### src/sv/hprd_pkg.sv
`timescale 1ns / 1ps
// ----------------------------------------------------------------------------
// Heartbeat peak rate detector package
// Shared widths, constants, configuration and job types.
// ----------------------------------------------------------------------------
package hprd_pkg;

    localparam int RAW_W   = 16;              // raw timestamp and sample width
    localparam int TIME_W  = 17;              // corrected time width
    localparam int IVL_W   = TIME_W + 2;      // signed interval width
    localparam int RATE_W  = 8;
    localparam int QUO_W   = 16;              // quotient of the per-minute division
    localparam int CNT_W   = $clog2(QUO_W);
    localparam int ADDR_W  = 2;
    localparam int DATA_W  = 16;

    localparam int TIME_WRAP     = 60000;
    localparam int SAMPLE_STEP   = 8;
    localparam int STEP_CHECKS   = 4;
    localparam int MS_PER_MINUTE = 60000;

    localparam logic [ADDR_W-1:0] CFG_PEAK_THRESHOLD = 2'd0;
    localparam logic [ADDR_W-1:0] CFG_MIN_INTERVAL   = 2'd1;
    localparam logic [ADDR_W-1:0] CFG_MIN_RATE       = 2'd2;
    localparam logic [ADDR_W-1:0] CFG_MAX_RATE       = 2'd3;

    localparam logic [RAW_W-1:0]  RST_PEAK_THRESHOLD = 16'd700;
    localparam logic [RAW_W-1:0]  RST_MIN_INTERVAL   = 16'd300;
    localparam logic [RATE_W-1:0] RST_MIN_RATE       = 8'd30;
    localparam logic [RATE_W-1:0] RST_MAX_RATE       = 8'd200;

    typedef struct packed {
        logic [RAW_W-1:0]  peak_threshold;
        logic [RAW_W-1:0]  min_interval_ms;
        logic [RATE_W-1:0] min_rate;
        logic [RATE_W-1:0] max_rate;
    } t_cfg;

    // One classified word handed from the front end to the rate unit.
    typedef struct packed {
        logic [TIME_W-1:0] now;
        logic              peak;
        logic              update;
        logic [TIME_W-1:0] divisor;
    } t_job;

endpackage

### src/sv/heartbeat_peak_rate_detector_top.sv
`timescale 1ns / 1ps
// ----------------------------------------------------------------------------
// Heartbeat peak rate detector
// Corrects sample timestamps, detects pulse peaks and tracks heart rate.
// ----------------------------------------------------------------------------
// Path: each input word is registered in the front end, passes the job queue
// and then the rate unit; a peak that computes a rate also runs the 16-step
// serial divider. The rate unit takes no new word until the last is registered.
// Reset: synchronous, active low; clears state and loads default registers.
module heartbeat_peak_rate_detector_top import hprd_pkg::*; (
    input  logic              i_clk,
    input  logic              i_rst_n,
    input  logic              i_cfg_we,
    input  logic [ADDR_W-1:0] i_cfg_addr,
    input  logic [DATA_W-1:0] i_cfg_wdata,
    input  logic              i_in_valid,
    output logic              o_in_ready,
    input  logic [RAW_W-1:0]  i_time_ms,
    input  logic [RAW_W-1:0]  i_sample,
    output logic              o_out_valid,
    input  logic              i_out_ready,
    output logic [TIME_W-1:0] o_corrected_time,
    output logic              o_peak_found,
    output logic [RATE_W-1:0] o_rate_bpm,
    output logic              o_rate_updated
);

    t_cfg r_cfg;
    logic push;
    logic push_ready;
    t_job push_job;
    logic q_valid;
    t_job q_job;
    logic pop;

    always_ff @(posedge i_clk) begin
        if (!i_rst_n) begin
            r_cfg.peak_threshold  <= RST_PEAK_THRESHOLD;
            r_cfg.min_interval_ms <= RST_MIN_INTERVAL;
            r_cfg.min_rate        <= RST_MIN_RATE;
            r_cfg.max_rate        <= RST_MAX_RATE;
        end else if (i_cfg_we) begin
            case (i_cfg_addr)
                CFG_PEAK_THRESHOLD: r_cfg.peak_threshold  <= i_cfg_wdata;
                CFG_MIN_INTERVAL:   r_cfg.min_interval_ms <= i_cfg_wdata;
                CFG_MIN_RATE:       r_cfg.min_rate        <= i_cfg_wdata[RATE_W-1:0];
                CFG_MAX_RATE:       r_cfg.max_rate        <= i_cfg_wdata[RATE_W-1:0];
                default: begin
                end
            endcase
        end
    end

    hprd_front u_front (
        .i_clk        (i_clk),
        .i_rst_n      (i_rst_n),
        .i_cfg        (r_cfg),
        .i_in_valid   (i_in_valid),
        .o_in_ready   (o_in_ready),
        .i_time_ms    (i_time_ms),
        .i_sample     (i_sample),
        .o_push       (push),
        .o_job        (push_job),
        .i_push_ready (push_ready)
    );

    hprd_queue u_queue (
        .i_clk        (i_clk),
        .i_rst_n      (i_rst_n),
        .i_push       (push),
        .i_job        (push_job),
        .o_push_ready (push_ready),
        .o_valid      (q_valid),
        .o_job        (q_job),
        .i_pop        (pop)
    );

    hprd_back u_back (
        .i_clk            (i_clk),
        .i_rst_n          (i_rst_n),
        .i_cfg            (r_cfg),
        .i_q_valid        (q_valid),
        .i_job            (q_job),
        .o_pop            (pop),
        .o_out_valid      (o_out_valid),
        .i_out_ready      (i_out_ready),
        .o_corrected_time (o_corrected_time),
        .o_peak_found     (o_peak_found),
        .o_rate_bpm       (o_rate_bpm),
        .o_rate_updated   (o_rate_updated)
    );

endmodule

### src/sv/hprd_front.sv
`timescale 1ns / 1ps
// ----------------------------------------------------------------------------
// Front end
// Corrects timestamps, measures the interval since the last peak and
// classifies each word as peak, first peak or plain sample.
// ----------------------------------------------------------------------------
module hprd_front import hprd_pkg::*; (
    input  logic              i_clk,
    input  logic              i_rst_n,
    input  t_cfg              i_cfg,
    input  logic              i_in_valid,
    output logic              o_in_ready,
    input  logic [RAW_W-1:0]  i_time_ms,
    input  logic [RAW_W-1:0]  i_sample,
    output logic              o_push,
    output t_job              o_job,
    input  logic              i_push_ready
);

    logic [TIME_W-1:0]       r_prev_time;
    logic [TIME_W-1:0]       r_last_peak;
    logic                    r_have_peak;
    logic                    r_s1_valid;
    logic [TIME_W-1:0]       r_s1_now;
    logic [RAW_W-1:0]        r_s1_sample;

    logic [TIME_W-1:0]       fixed_time;
    logic [TIME_W:0]         probe;
    logic                    accept;
    logic                    pushed;
    logic                    wrap;
    logic signed [IVL_W-1:0] interval;
    logic                    beyond_min;
    logic                    is_peak;

    // A repeated or stepped-back timestamp lands one step past the previous
    // corrected time; the smallest matching step back wins.
    always_comb begin
        fixed_time = TIME_W'(i_time_ms);
        probe      = '0;
        for (int k = STEP_CHECKS - 1; k >= 0; k--) begin
            probe = (TIME_W + 1)'(i_time_ms) + (TIME_W + 1)'(k * SAMPLE_STEP);
            if (probe == {1'b0, r_prev_time}) begin
                fixed_time = TIME_W'(i_time_ms) + TIME_W'((k + 1) * SAMPLE_STEP);
            end
        end
    end

    assign pushed     = r_s1_valid && i_push_ready;
    assign o_in_ready = !r_s1_valid || i_push_ready;
    assign accept     = i_in_valid && o_in_ready;

    // Wrap when the interval falls below minus the minimum interval.
    assign wrap = ({1'b0, r_s1_now} + {2'b00, i_cfg.min_interval_ms}) < {1'b0, r_last_peak};

    always_comb begin
        interval = $signed({2'b00, r_s1_now}) - $signed({2'b00, r_last_peak});
        if (wrap) begin
            interval = interval + $signed(IVL_W'(TIME_WRAP));
        end
    end

    assign beyond_min = interval > $signed({3'b000, i_cfg.min_interval_ms});
    assign is_peak    = (r_s1_sample > i_cfg.peak_threshold) && (!r_have_peak || beyond_min);

    assign o_push         = r_s1_valid;
    assign o_job.now      = r_s1_now;
    assign o_job.peak     = is_peak;
    assign o_job.update   = is_peak && r_have_peak;
    assign o_job.divisor  = interval[TIME_W-1:0];

    always_ff @(posedge i_clk) begin
        if (!i_rst_n) begin
            r_s1_valid  <= 1'b0;
            r_prev_time <= '0;
            r_last_peak <= '0;
            r_have_peak <= 1'b0;
        end else begin
            if (accept) begin
                r_s1_valid  <= 1'b1;
                r_prev_time <= fixed_time;
            end else if (pushed) begin
                r_s1_valid <= 1'b0;
            end
            if (pushed && is_peak) begin
                r_last_peak <= r_s1_now;
                r_have_peak <= 1'b1;
            end
        end
    end

    always_ff @(posedge i_clk) begin
        if (accept) begin
            r_s1_now    <= fixed_time;
            r_s1_sample <= i_sample;
        end
    end

endmodule

### src/sv/hprd_queue.sv
`timescale 1ns / 1ps
// ----------------------------------------------------------------------------
// Job queue
// Two-entry shifting queue between the front end and the rate unit.
// ----------------------------------------------------------------------------
module hprd_queue import hprd_pkg::*; (
    input  logic i_clk,
    input  logic i_rst_n,
    input  logic i_push,
    input  t_job i_job,
    output logic o_push_ready,
    output logic o_valid,
    output t_job o_job,
    input  logic i_pop
);

    logic       r_vld [2];
    t_job       r_ent [2];
    logic       n_vld [2];
    t_job       n_ent [2];
    logic       do_pop;
    logic       do_push;

    assign o_push_ready = !r_vld[1];
    assign o_valid      = r_vld[0];
    assign o_job        = r_ent[0];
    assign do_pop       = i_pop && r_vld[0];
    assign do_push      = i_push && !r_vld[1];

    // The head always sits in entry zero; a pop shifts the tail forward.
    always_comb begin
        n_vld[0] = r_vld[0];
        n_vld[1] = r_vld[1];
        n_ent[0] = r_ent[0];
        n_ent[1] = r_ent[1];
        if (do_pop) begin
            n_vld[0] = r_vld[1];
            n_ent[0] = r_ent[1];
            n_vld[1] = 1'b0;
        end
        if (do_push) begin
            if (!n_vld[0]) begin
                n_vld[0] = 1'b1;
                n_ent[0] = i_job;
            end else begin
                n_vld[1] = 1'b1;
                n_ent[1] = i_job;
            end
        end
    end

    always_ff @(posedge i_clk) begin
        if (!i_rst_n) begin
            r_vld[0] <= 1'b0;
            r_vld[1] <= 1'b0;
        end else begin
            r_vld[0] <= n_vld[0];
            r_vld[1] <= n_vld[1];
        end
    end

    always_ff @(posedge i_clk) begin
        r_ent[0] <= n_ent[0];
        r_ent[1] <= n_ent[1];
    end

endmodule

### src/sv/hprd_back.sv
`timescale 1ns / 1ps
// ----------------------------------------------------------------------------
// Rate unit
// For a rate word, divides the minute by the peak interval one quotient bit
// per cycle, applies the rate limits and drives the registered result word.
// ----------------------------------------------------------------------------
module hprd_back import hprd_pkg::*; (
    input  logic              i_clk,
    input  logic              i_rst_n,
    input  t_cfg              i_cfg,
    input  logic              i_q_valid,
    input  t_job              i_job,
    output logic              o_pop,
    output logic              o_out_valid,
    input  logic              i_out_ready,
    output logic [TIME_W-1:0] o_corrected_time,
    output logic              o_peak_found,
    output logic [RATE_W-1:0] o_rate_bpm,
    output logic              o_rate_updated
);

    typedef enum logic [2:0] {
        ST_IDLE = 3'b001,
        ST_DIV  = 3'b010,
        ST_DONE = 3'b100
    } t_state;

    t_state             r_state;
    t_job               r_job;
    logic [TIME_W-1:0]  r_rem;
    logic [QUO_W-1:0]   r_quo;
    logic [CNT_W-1:0]   r_cnt;
    logic [RATE_W-1:0]  r_rate;
    logic               r_out_valid;
    logic [TIME_W-1:0]  r_out_time;
    logic               r_out_peak;
    logic               r_out_upd;

    logic [TIME_W:0]    trial;
    logic [TIME_W:0]    diff;
    logic               fits;
    logic               out_free;
    logic               finish;
    logic [RATE_W-1:0]  n_rate;

    assign trial = {r_rem, r_quo[QUO_W-1]};
    assign diff  = trial - {1'b0, r_job.divisor};
    assign fits  = trial >= {1'b0, r_job.divisor};

    assign out_free = !r_out_valid || i_out_ready;
    assign finish   = (r_state == ST_DONE) && out_free;
    assign o_pop    = (r_state == ST_IDLE) && i_q_valid;

    // Too slow reads as zero; too fast is dropped and the old rate stays.
    always_comb begin
        n_rate = r_rate;
        if (r_job.update) begin
            if (r_quo < {{(QUO_W - RATE_W){1'b0}}, i_cfg.min_rate}) begin
                n_rate = '0;
            end else if (r_quo <= {{(QUO_W - RATE_W){1'b0}}, i_cfg.max_rate}) begin
                n_rate = r_quo[RATE_W-1:0];
            end
        end
    end

    always_ff @(posedge i_clk) begin
        if (!i_rst_n) begin
            r_state     <= ST_IDLE;
            r_rate      <= '0;
            r_out_valid <= 1'b0;
        end else begin
            case (r_state)
                ST_IDLE: begin
                    if (i_q_valid) begin
                        r_state <= i_job.update ? ST_DIV : ST_DONE;
                    end
                end
                ST_DIV: begin
                    if (r_cnt == '0) begin
                        r_state <= ST_DONE;
                    end
                end
                ST_DONE: begin
                    if (out_free) begin
                        r_state <= ST_IDLE;
                    end
                end
                default: begin
                    r_state <= ST_IDLE;
                end
            endcase
            if (finish) begin
                r_rate      <= n_rate;
                r_out_valid <= 1'b1;
            end else if (i_out_ready) begin
                r_out_valid <= 1'b0;
            end
        end
    end

    always_ff @(posedge i_clk) begin
        if (o_pop) begin
            r_job <= i_job;
            r_rem <= '0;
            r_quo <= QUO_W'(MS_PER_MINUTE);
            r_cnt <= CNT_W'(QUO_W - 1);
        end else if (r_state == ST_DIV) begin
            r_rem <= fits ? diff[TIME_W-1:0] : trial[TIME_W-1:0];
            r_quo <= {r_quo[QUO_W-2:0], fits};
            r_cnt <= r_cnt - CNT_W'(1);
        end
        if (finish) begin
            r_out_time <= r_job.now;
            r_out_peak <= r_job.peak;
            r_out_upd  <= r_job.update;
        end
    end

    assign o_out_valid      = r_out_valid;
    assign o_corrected_time = r_out_time;
    assign o_peak_found     = r_out_peak;
    assign o_rate_bpm       = r_rate;
    assign o_rate_updated   = r_out_upd;

endmodule
### config.mk
export PLATFORM = sky130hd
export DESIGN_NAME = heartbeat_peak_rate_detector_top
export DESIGN_NICKNAME = d
export VERILOG_FILES = /design/src/sv/hprd_pkg.sv /design/src/sv/heartbeat_peak_rate_detector_top.sv /design/src/sv/hprd_front.sv /design/src/sv/hprd_queue.sv /design/src/sv/hprd_back.sv
export SDC_FILE = /design/constraint.sdc
export NUM_CORES = 1
export LEC_CHECK = 0
export ABC_AREA = 1
export ABC_CLOCK_PERIOD_IN_PS = 15150
export BUFFER_PORTS_ARGS = -buffer_cell sky130_fd_sc_hd__buf_2
export CAP_MARGIN = 20
export CORE_UTILIZATION = 30
export CTS_CLUSTER_SIZE = 8
export DETAILED_ROUTE_END_ITERATION = 8
export MAX_ROUTING_LAYER = met4
export PLACE_DENSITY_LB_ADDON = 0.3
export SETUP_SLACK_MARGIN = 0.4
export SYNTH_ARGS = -nofsm -noshare
export SYNTH_HDL_FRONTEND = slang
export SYNTH_HIERARCHICAL = 1
export SYNTH_SLANG_ARGS = --single-unit
export TNS_END_PERCENT = 50
### constraint.sdc
create_clock -name i_clk -period 15.15 [get_ports i_clk]
set_clock_uncertainty 0.1 [all_clocks]
set_input_delay 3.03 -clock i_clk [delete_from_list [all_inputs] [get_ports i_clk]]
set_output_delay 3.03 -clock i_clk [all_outputs]
set_load 0.01 [all_outputs]
# == Word-level counts from Yosys, hierarchy flattened ==
# Memory sizes are Yosys's and may differ from the RTL's.
# Index checks and enable logic that the tools add are counted.
# op_classes
n_bitwise,2
n_mul,0
magnitude_cmp,6
reduce_logical,26
muxes,28
addsub,12
eq_ne,13
n_div,0
n_shift,0
# op_table
cell,count
36-bit two-way mux,3
17-bit two-way mux,5
72-bit two-way mux,1
16-bit by 5-bit adder with 17-bit output (second input constant),4
18-bit by 17-bit equality test with 1-bit output,3
16-bit by 4-bit adder with 17-bit output (second input constant),2
19-bit by 17-bit adder with 19-bit output (second input constant),1
19-bit by 17-bit greater-than comparator with 1-bit output,1
19-bit two-way mux,1
17-bit by 16-bit adder with 18-bit output,1
18-bit by 17-bit >= comparator with 1-bit output,1
18-bit by 17-bit less-than comparator with 1-bit output,1
17-bit by 17-bit subtractor with 18-bit output,1
16-bit by 6-bit adder with 17-bit output (second input constant),1
16-bit by 17-bit equality test with 1-bit output,1
17-bit subtractor,1
16-bit greater-than comparator,1
16-bit by 8-bit <= comparator with 1-bit output,1
16-bit by 8-bit less-than comparator with 1-bit output,1
8-bit two-way mux,2
3-bit two-way mux,4
1-bit two-way mux,9
3-bit one-hot mux with 3 select lines,1
1-bit logical AND,8
16 further kinds,32
# totals
ramBits,74
out_inout_bits,29
latchBits,0
mem_bits_ro,0
mem_count,2
input_bits,55
ff_bits,221
# mem_list
name,depth,word_bits,rd,rd_clocked_by_memory_dff,wr,line,source
u_queue.r_ent,2,36,2,0,2,hprd_queue.sv:18,t_job r_ent [2];
u_queue.r_vld,2,1,2,0,2,hprd_queue.sv:17,logic r_vld [2];

# == Depth between registers and ports, before layout ==
# depth
ltp_word,9
depth_mapped,42
mapped_depth_nobuf,41

# == Cells and area by module ==
# Netlist, hierarchy kept.
# by_module_without_submodules
mod,area_each_um2,cells_per_inst,n_inst
hprd_front,8315.5,1296,1
hprd_back,5361.4,656,1
hprd_queue,3264.4,361,1
heartbeat_peak_rate_detector_top,1965.6,280,1

# == Worst setup path before layout ==
# Ideal clock, no wire load.
# synth_path
path_type,input port to flip-flop
start,in i_time_ms[3]
end,reg u_front.r_s1_now[12] (data pin)
setup_ns,0.251
arrival_time_ns,5.006
path_buffers,2
slack_ns,9.793
cell_stages,16
cell_sequence,buf_4 inv_1 ha_1 inv_1 nand2_1 inv_1 xor2_1 nand3_1 nor3b_1 nand4_4 inv_2 buf_6 o211ai_1 a21o_1 nand2_1 inv_1
# synth_via
elab_chain_cells,6
elab_cells_between_ends,15
# synth_rtl
item,line,source
start: declaration,heartbeat_peak_rate_detector_top.sv:18,"input logic [RAW_W-1:0] i_time_ms,"
16-bit by 5-bit adder with 17-bit output,"hprd_front.sv:42, hprd_front.sv:44",
18-bit by 17-bit equality test with 1-bit output,hprd_front.sv:43,"if (probe == {1'b0, r_prev_time}) begin"
17-bit two-way mux (3 in a row),hprd_front.sv:43,
17-bit two-way mux (*),hprd_front.sv:43,
via u_front.fixed_time[12],hprd_front.sv:27,logic [TIME_W-1:0] fixed_time;
end signal: assignment,hprd_front.sv:94,r_s1_now <= fixed_time;
end: declaration,hprd_front.sv:24,logic [TIME_W-1:0] r_s1_now;
# The timed path passes the listed nets; every way through them passes the cells marked *.
# A chain may end at the register's enable or synchronous reset.

==> out/results.tsv <==
metric	value	unit
status	finished, final reports clean	
post_route_cells_drive_above_1_share	0.08195	
ant_nets	0	
yosysSeqAreaShare	0.3780	
initial_core_util	0.3052	
rsz0062_at_grt	no	
cts_resized	0	
cp.required	15.50	ns
critical_path.max_fanout	18	
area_growth	10.90	%
wl_per_cell	14.55	µm
fin_nets	2797	
placeableCoreArea	61940	µm²
power.density	124.3	nW/µm²
whs_endpoint	u_back/r_job[11]	
post_cts_buffers	0	
grt_start_max_net_pins	65	
netlist_area	18910	µm²
finalSetupViolations	0	
cap_violations	0	
final_cells	3485	
ys_ff_latch	295	
synthFlopType	dfxtp_1	
hpwl	37.85	mm
gp_congestion	0.9429	
start_kind	register	
synth_top_area_share	0.1969	
max_slew_margin	0.4374	
grt_overflow_total	0	
first_global_vias	15050	
vias	15840	
r2r_start	u_front/r_s1_now[3]	
final-max-slew-violation-count	0	
synth_cells	2593	
finalPower	2.607	mW
antenna_found_initial	0	
numCtsBuffers	43	
synth_edf_count	124	
dp_cells	3410	
worst_ep_arrival_time	6.43	ns
holdWs	0.3067	ns
syn-num-nets	2771	
async_flop_share	0	
finalHoldViolCount	0	
period_share	0.4014	
r2r_end	u_front/r_last_peak[5]	
r2r_cells	36	
final.setup.tns	0	ns
hp-start	u_queue/r_ent[0][11]	
htreeDepth	2	
hold_class	register to register	
cts_hold_buf	0	
ys_types	58	
critPathCaptureType	register	
avgSynthCellArea	7.292	µm²
cpPeakStageDelay	0.60	ns
drc_errors	0	
io_pins	84	
period_minus_slack	6.082	ns
die_x	253.0	µm
drt_iter0_markers	1022	
vdd_drop_max	0.06107	mV
p_leak	10.25	nW
drt-vias-per-instance	4.544	
cts_tree	built	
cp_common_cell	nand2_1	
antenna_cells	0	
synth_area_leaders	edfxtp_1, dfxtp_1, nand2_1, ha_1, inv_1	
die_area	64030	µm²
crit_type	register to register	
clock-sinks	295	
synth_warnings	6	
cts-root-buf	clkbuf_16	
wl	50.72	mm
clk_pin_slew	0.05	ns
die_height	253.0	µm
r2r_slack	9.07	ns
rows	91	
track_usage	0.1655	
cts_max_path_buffers	3	
insertion_delay	0.56	ns
hold_path_depth	0	
fmax	164.4	MHz
grt_pass1_wl	81.81	mm
drtPass1Iterations	5	
io_buffers	83	
worst_pin_slew	0.8427	ns
yosys.area.top_type	edfxtp_1	
slowest_stage	edfxtp_1	
==> where the power goes <==
group	internal (mW)	leakage, nW	switching (mW)
clock	0.541	0.599	0.351
sequential	0.953	2.56	0.0719
combinational	0.245	7.09	0.445
==> state kept, by name, indices dropped and copies added, names as in the netlist <==
register                 flops
u_queue/r_ent               72
r_cfg                       48
u_back/r_job                36
u_back/o_corrected_time     17
u_back/r_rem                17
u_front/r_last_peak         17
u_front/r_prev_time         17
u_front/r_s1_now            17
u_back/r_quo                16
u_front/r_s1_sample         16
u_back/o_rate_bpm            8
u_back/r_cnt                 4
u_back/r_state               3
u_queue/r_vld                2
u_back/o_out_valid           1
u_back/o_peak_found          1
u_back/o_rate_updated        1
u_front/o_push               1
u_front/r_have_peak          1
==> synthesized netlist by cell type (3+ instances only) <==
cell type  number
a21oi_1       120
xnor2_1        16
buf_4          53
o22ai_1         3
buf_2          21
dfxtp_1       171
xor2_1         84
fa_1            3
nand3_2         8
o2111ai_1       3
a21oi_2         3
nand3_1       222
a21o_1          4
nand2_4         5
nor4_1          4
clkbuf_1       23
nor2_4          6
nor3_1         22
a211oi_1        3
nand2_2        10
nor3b_1         3
nand3b_1       13
buf_6          12
or2_2          14
edfxtp_1      124
inv_2           9
o21ai_0        51
and2_1          4
ha_1          120
nand2_1       754
nor2_2          8
inv_1         381
o211ai_1       12
o21bai_1        3
nor2_1        219
a22oi_1         3
o21ai_1         6
nand4_1        45
==> worst max-delay path, delay by kind of cell (launching register included) <==
family,cells,cell delay [ns]
adders and majority gates,3,0.92
and+or+nand+nor,21,2.25
DFF,1,0.60
xor gates and xnor gates,2,0.39
buffers and inverters,2,0.32
AOI/OAI and AO/OA,8,1.37
==> metrics by stage <==
stage	worst slack (ns)	instance area (µm²)	utilization
floorplan	9.793	18910	-
global placement	9.054	19700	0.3181
detailed placement	9.057	19700	0.3181
CTS	9.013	20950	0.3382
global route	8.361	20970	0.3385
finish	9.068	20970	0.3385
==> cells in the final DEF (no fill, tap or decap), types with 4 or more instances in the layout <==
| cell type | n |
|---|---|
| nand4_1 | 45 |
| nor3_1 | 21 |
| edfxtp_1 | 124 |
| dfxtp_1 | 171 |
| clkbuf_16 | 43 |
| clkbuf_1 | 25 |
| nand2_1 | 754 |
| o21ai_0 | 51 |
| nand2_2 | 10 |
| nand3b_1 | 13 |
| nand3_2 | 8 |
| nand2_4 | 5 |
| or2_2 | 14 |
| buf_2 | 83 |
| buf_4 | 9 |
| inv_2 | 11 |
| xnor2_1 | 16 |
| xor2_1 | 84 |
| and2_1 | 4 |
| ha_1 | 120 |
| nor4_1 | 4 |
| nand3_1 | 222 |
| o21ai_1 | 6 |
| a21o_1 | 4 |
| a21oi_1 | 120 |
| nor2_4 | 7 |
| inv_1 | 379 |
| nor2_2 | 8 |
| nor2_1 | 218 |
| o211ai_1 | 12 |
==> layer usage <==
metal,up-vias,routed length [µm],global-route usage
met5,-,0,-
li1,8308,-,-
met4,0,1628,0.05835
met2,306,22860,0.2593
met1,7130,24300,0.2179
met3,93,1930,0.02220
==> worst max path at each step <==
stage,start,end,slack (ns),cells past startpoint
after global routing,u_front/r_s1_now[5],u_front/r_last_peak[3],8.36,36
after detailed placement,u_front/r_s1_now[6],u_front/r_last_peak[9],9.06,36
after CTS,u_front/r_s1_now[3],u_front/r_last_peak[10],9.01,36
after floorplan,i_time_ms[3],u_front/r_s1_now[12],9.79,16
after global placement,i_time_ms[6],u_front/r_s1_now[6],9.05,15
final,u_front/r_s1_now[3],u_front/r_last_peak[5],9.07,36
==> kinds of logic (layout without fill, tap and decap cells) <==
| family | Yosys count | in the layout | synth area share |
|---|---|---|---|
| flip-flops | 295 | 295 | 0.3780 |
| AND/OR/NAND/NOR | 1347 | 1347 | 0.3095 |
| XOR/XNOR | 100 | 100 | 0.04632 |
| adder cells (fa/ha/maj) | 123 | 123 | 0.08259 |
| buffers and inverters | 505 | 560 | 0.1177 |
| AO/OA/AOI/OAI | 223 | 223 | 0.06591 |
==> layout make-up <==
cell class	instances	area, µm²
flip-flops and latches	295	7147
clock inverters	3	33.78
fillers	6758	40970
repair buffers	93	503.0
well taps	837	1047
inverters	393	1478
multi-input cells	1793	9548
clock buffers	71	1211
Note: power is estimated with default switching activity, not from simulation.
